[src/rtl/core/fts_pkg.sv]
// Package for the binary indexed tree sum engine.
// Holds field widths, parameter defaults, the request codes and the adder control type.
// No dependencies.
`timescale 1ns / 1ps

package fts_pkg;

    localparam int IDX_W             = 11;
    localparam int LEN_W             = 11;
    localparam int IN_VALUE_W        = 32;
    localparam int TREE_SIZE_DEFAULT = 1024;
    localparam int VALUE_W_DEFAULT   = 32;

    localparam logic [LEN_W-1:0] LEN_RESET = 11'd1024;

    typedef enum logic [1:0] {
        OP_POINT_ADD = 2'd0,
        OP_PREFIX    = 2'd1,
        OP_RANGE_SUM = 2'd2,
        OP_RANGE_ADD = 2'd3
    } t_op;

    // update: tree entry plus value (write-back); otherwise accumulator plus entry.
    // subtract: the second operand is taken away instead of added.
    typedef struct packed {
        logic update;
        logic subtract;
    } t_alu_ctrl;

endpackage

[src/rtl/core/fts_alu.sv]
// Shared add/subtract unit for tree walks: entry write-back or accumulation.
// Depends on fts_pkg for the control type.
`timescale 1ns / 1ps

module fts_alu
    import fts_pkg::*;
#(
    parameter int VALUE_WIDTH = VALUE_W_DEFAULT
) (
    input  t_alu_ctrl              i_ctrl,
    input  logic [VALUE_WIDTH-1:0] i_acc,
    input  logic [VALUE_WIDTH-1:0] i_mem,
    input  logic [VALUE_WIDTH-1:0] i_value,
    output logic [VALUE_WIDTH-1:0] o_sum
);

    logic [VALUE_WIDTH-1:0] opa;
    logic [VALUE_WIDTH-1:0] opb;

    always_comb begin
        opa = i_ctrl.update ? i_mem   : i_acc;
        opb = i_ctrl.update ? i_value : i_mem;
        o_sum = i_ctrl.subtract ? (opa - opb) : (opa + opb);
    end

endmodule

[config.mk]
export PLATFORM = sky130hd
export DESIGN_NAME = fts_alu
export DESIGN_NICKNAME = d
export VERILOG_FILES = /design/src/rtl/core/fts_pkg.sv /design/src/rtl/core/fts_alu.sv
export SDC_FILE = /design/constraint.sdc
export NUM_CORES = 1
export LEC_CHECK = 0
export BUFFER_PORTS_ARGS = -buffer_cell sky130_fd_sc_hd__buf_4
export CORE_ASPECT_RATIO = 1.2
export CORE_MARGIN = 2
export CORE_UTILIZATION = 35
export DETAILED_ROUTE_END_ITERATION = 6
export PLACE_DENSITY = 0.7
export SETUP_SLACK_MARGIN = 0.2
export SYNTH_ARGS = -nofsm -noshare
export SYNTH_HDL_FRONTEND = slang
export SYNTH_SLANG_ARGS = --single-unit
export TNS_END_PERCENT = 50
[constraint.sdc]
create_clock -name vclk -period 15.3
set_input_delay 3.06 -clock vclk [all_inputs]
set_output_delay 3.06 -clock vclk [all_outputs]
set_load 0.05 [all_outputs]
# After elaboration in Yosys (flattened, before gate mapping)
# Cells that the tools add are included.
# totals
word_cells	5
input_bits	98
register_bits	0
out_inout_bits	32
# op_classes
n_mux	3
n_addsub	2
# ops
op	n
32-bit 2-to-1 mux	3
32-bit adder	1
32-bit subtractor	1

# Longest topological paths before layout
# depth
depth_word	3
depth_mapped	23

# Worst setup path after synthesis
# No wires, ideal clock.
# synth_timing
path_kind	input to output
startpoint	input port i_ctrl[1] (netlist bit)
endpoint	output port o_sum[29]
setup_slack_ps	4102
arrival_time_ps	8138
n_path_buf	7
path_stages	21
path_cell_list	buf_6 buf_6 buf_2 buf_2 buf_2 buf_2 mux2i_1 ha_1 o221ai_2 nor4_4 a21oi_1 xor2_1 ha_1 clkbuf_1 a21oi_1 o21ai_0 a311oi_2 a21oi_1 o2111ai_1 nand2_1 a311oi_1
# synth_via
elab_chain_len	3
word_cells_on_any_way	5
# synth_lines
item	line	text
from (decl)	fts_alu.sv:10	input t_alu_ctrl i_ctrl,
32-bit 2-to-1 mux (on tied branches)	fts_alu.sv:21, fts_alu.sv:22	
32-bit adder or 32-bit subtractor (tied branches)	fts_alu.sv:23	o_sum = i_ctrl.subtract ? (opa - opb) : (opa + opb);
32-bit 2-to-1 mux *	fts_alu.sv:23	
to (decl)	fts_alu.sv:14	output logic [VALUE_WIDTH-1:0] o_sum
# Mark *: on every way between the ends. The rest lies on a longest branch, timed or not.

# Worst setup path after layout
# layout_timing
startpoint	input port i_ctrl[1] (netlist bit)
endpoint	output port o_sum[30]
# The elaborated chain is that of the path after synthesis.

==> summary.md <==
| Metric | Value |
|---|---|
| Avg Vias per Cell | around 5.6 |
| Critical-path top delay cell | buf_4 |
| Routed Antenna Nets | 0 |
| Largest net degree at the start of global routing | 75 |
| Register area share after synthesis | 0 |
| CP most frequent cell | buf_4 |
| Hold path startpoint | i_acc[0] |
| Reg power frac | 0 |
| Switching power total | approximately 0.26 mW |
| WS Path Type | in -> out |
| Sw Share | 0.643 |
| Tot Pwr | roughly 0.4 mW |
| Power Density | 93.5 mW/mm2 |
| Critical path peak fanout | 74 |
| Syn. warnings | 0 |
| Sequential cell area | 0 um2 |
| Crit-path leading delay family | compound AO/OA/AOI/OAI gates |
| Share of Yosys cell area claimed by the top area cell type | 0.123 |
| Die area | slightly above 0.01 mm2 |
| Vias in the first global route | between 3000 and 4000 |
| Final WS setup | roughly 4.5 ns |
| Int Pwr | roughly 0.14 mW |
| Final Hold Violating Endpoints | 0 |
| Setup violators final | 0 |
| Global-route wire length before repair | roughly 17000 um |
| PortBufs | 130 |
| Peak VDD IR | approximately 0.069 mV |
| Critical Path RT | 12.24 ns |
| Vias | about 3700 |
| Die X-Extent | 91.9 um |
| Setup Buffers After CTS | 0 |
| Synth Net Count | around 570 |
| Total Routing Usage GR | 0.199 |
| Minimum clock period | approximately 11 ns |
| Max cap viols | 0 |
| Layout cell share with drive strength beyond 1 | 0.321 |
| Syn Std Cell Area | approximately 0.0032 mm2 |
| Diodes inserted | 0 |
| # hold bufs at CTS | 0 |
| Pre-CTS setup slack | 4.50 ns |
| Die height | 109 um |
| Clock power share | 0 |
| Area leader, netlist | ha_1 |
| Initial Util | 0.359 |
| Slew @ Worst Pin | approximately 0.77 ns |
| Remaining DRCs | 0 |
| Post-route design area | 0.00428 mm2 |
| CP Launch Point | i_ctrl[1] |
| CLK BUF | 0 |
| Gate count after technology mapping | 435 |
| Nets | ~680 |
| Commonest non-fill, non-tap cell in the layout | buf_4 |
| Antenna violations before repair | 0 |
| Arrival time at the worst endpoint | 7.73 ns |
| Crit-path cells | buf_4, buf_4, nand2b_1, o32ai_1, and4_4, nor2_1, xor2_1, ha_1, a21oi_1, o21ai_0, or3_1, a21oi_1, o31ai_1, a211oi_1, o21ai_0, xor2_1, buf_4 |
| Post-detail-place hpwl | 8770 um |
| Leakage | ~2.0 nW |
| Outcome | complete, no violations |
| Top cells by area, synth | ha_1 12%, mux2_2 10%, xor2_1 8.9% |
| Worst Setup End Kind | output port |
| Placed instance area | between 0.004 and 0.005 mm2 |
| Max-slew violation count | 0 |
| Commonest non-fill, non-tap cells in the layout | 131 x buf_4, 38 x a21oi_1, 33 x xor2_1 |
| GP Congestion | between 1 and 1.5 |
| Wire length per cell | between 15 and 20 um |
| Core Area | 0.00903 mm2 |
| Num ports | 130 |
| Resize count post-CTS | 0 |
| GRT Residual Overflow | 0 |
| Setup total negative slack | 0 ns |
| Unrepaired setup endpoints after global routing | no |
| Syn_area_per_cell | about 7.5 um2 |
| Slew HR | 0.484 |
| Final cell utilization of the core | 0.474 |
| 1st-iter DRT viols | 200 |
| CP Buf/Inv Count | 3 |
| Sequential cells | 0 |
| Period utilization | 0.705 |
| Synth unique cells | 65 |
| Crit-path max cell delay | ~0.7 ns |
| First drt pass iteration count | 5 |
| FMAX | about 90 MHz |
| Startpoint types | primary input |
| Logic gate share of total power | 1.000 |
| Total wire length | between 10000 and 15000 um |
| Floorplan row count | 38 |
| Worst hold-check path type | in -> out |
| P&R area growth vs syn | 32.1% |
[cell usage after synthesis (all sizes together), types with 3 or more instances]
library cell and n:
and4 3, o32ai 10, a31oi 6, a21o 17
mux2 30, a311oi 3, or2 3, ha 32
buf 12, nor2 33, inv 12, nand2 25
nor3 10, nand2b 16, nor3b 4, a21oi 38
o211ai 3, o32a 5, nor4 3, clkbuf 6
o21bai 3, mux2i 19, nor2b 4, and3 11
o21ai 30, nand3 4, xnor2 24, o31ai 4
xor2 33, o21a 4
[layer usage]
layer | vias to the layer above | GRT usage | part of all wire
met5 | - | 0 | 0
met4 | 0 | 0.0501 | 0.028
li1 | 1859 | - | -
met1 | 1745 | 0.244 | 0.41
met2 | 116 | 0.376 | 0.52
met3 | 22 | 0.0137 | 0.049
[cell families after synthesis]
family / synth area share
AOI/OAI and AO/OA: 0.289
xor gates and xnor gates: 0.154
adders and majority gates: 0.130
buffers and inverters: 0.0424
muxes: 0.163
and+or+nand+nor: 0.222
[final timing paths]
kind / endpoint / slack [ns] / cells after the start
setup / recovery: o_sum[30] / 4.51 / 17
hold / removal: o_sum[0] / 6.69 / 5
[stage by stage]
step                      std cells  hold slack, ns
after floorplan                 435            6.54
after global placement          668            6.69
after detailed placement        668            6.70
after CTS                       668            6.70
after global routing            668            6.74
final                           668            6.69
[area by class of cell]
| cell class | count | area, um2 |
|---|---|---|
| fillers | 941 | 4750 |
| multi-input cells | 405 | 3110 |
| repair buffers | 131 | 983 |
| well taps | 120 | 150 |
| inverters | 12 | 45.0 |
[power groups by stage]
stage	Clock, mW	Sequential [mW]	Combinational, mW
after detailed placement	0	0	0.399
after CTS	0	0	0.401
after floorplan	0	0	0.286
after global routing	0	0	0.428
final	0	0	0.401
after global placement	0	0	0.397
Power figures use the tool's default switching activity.
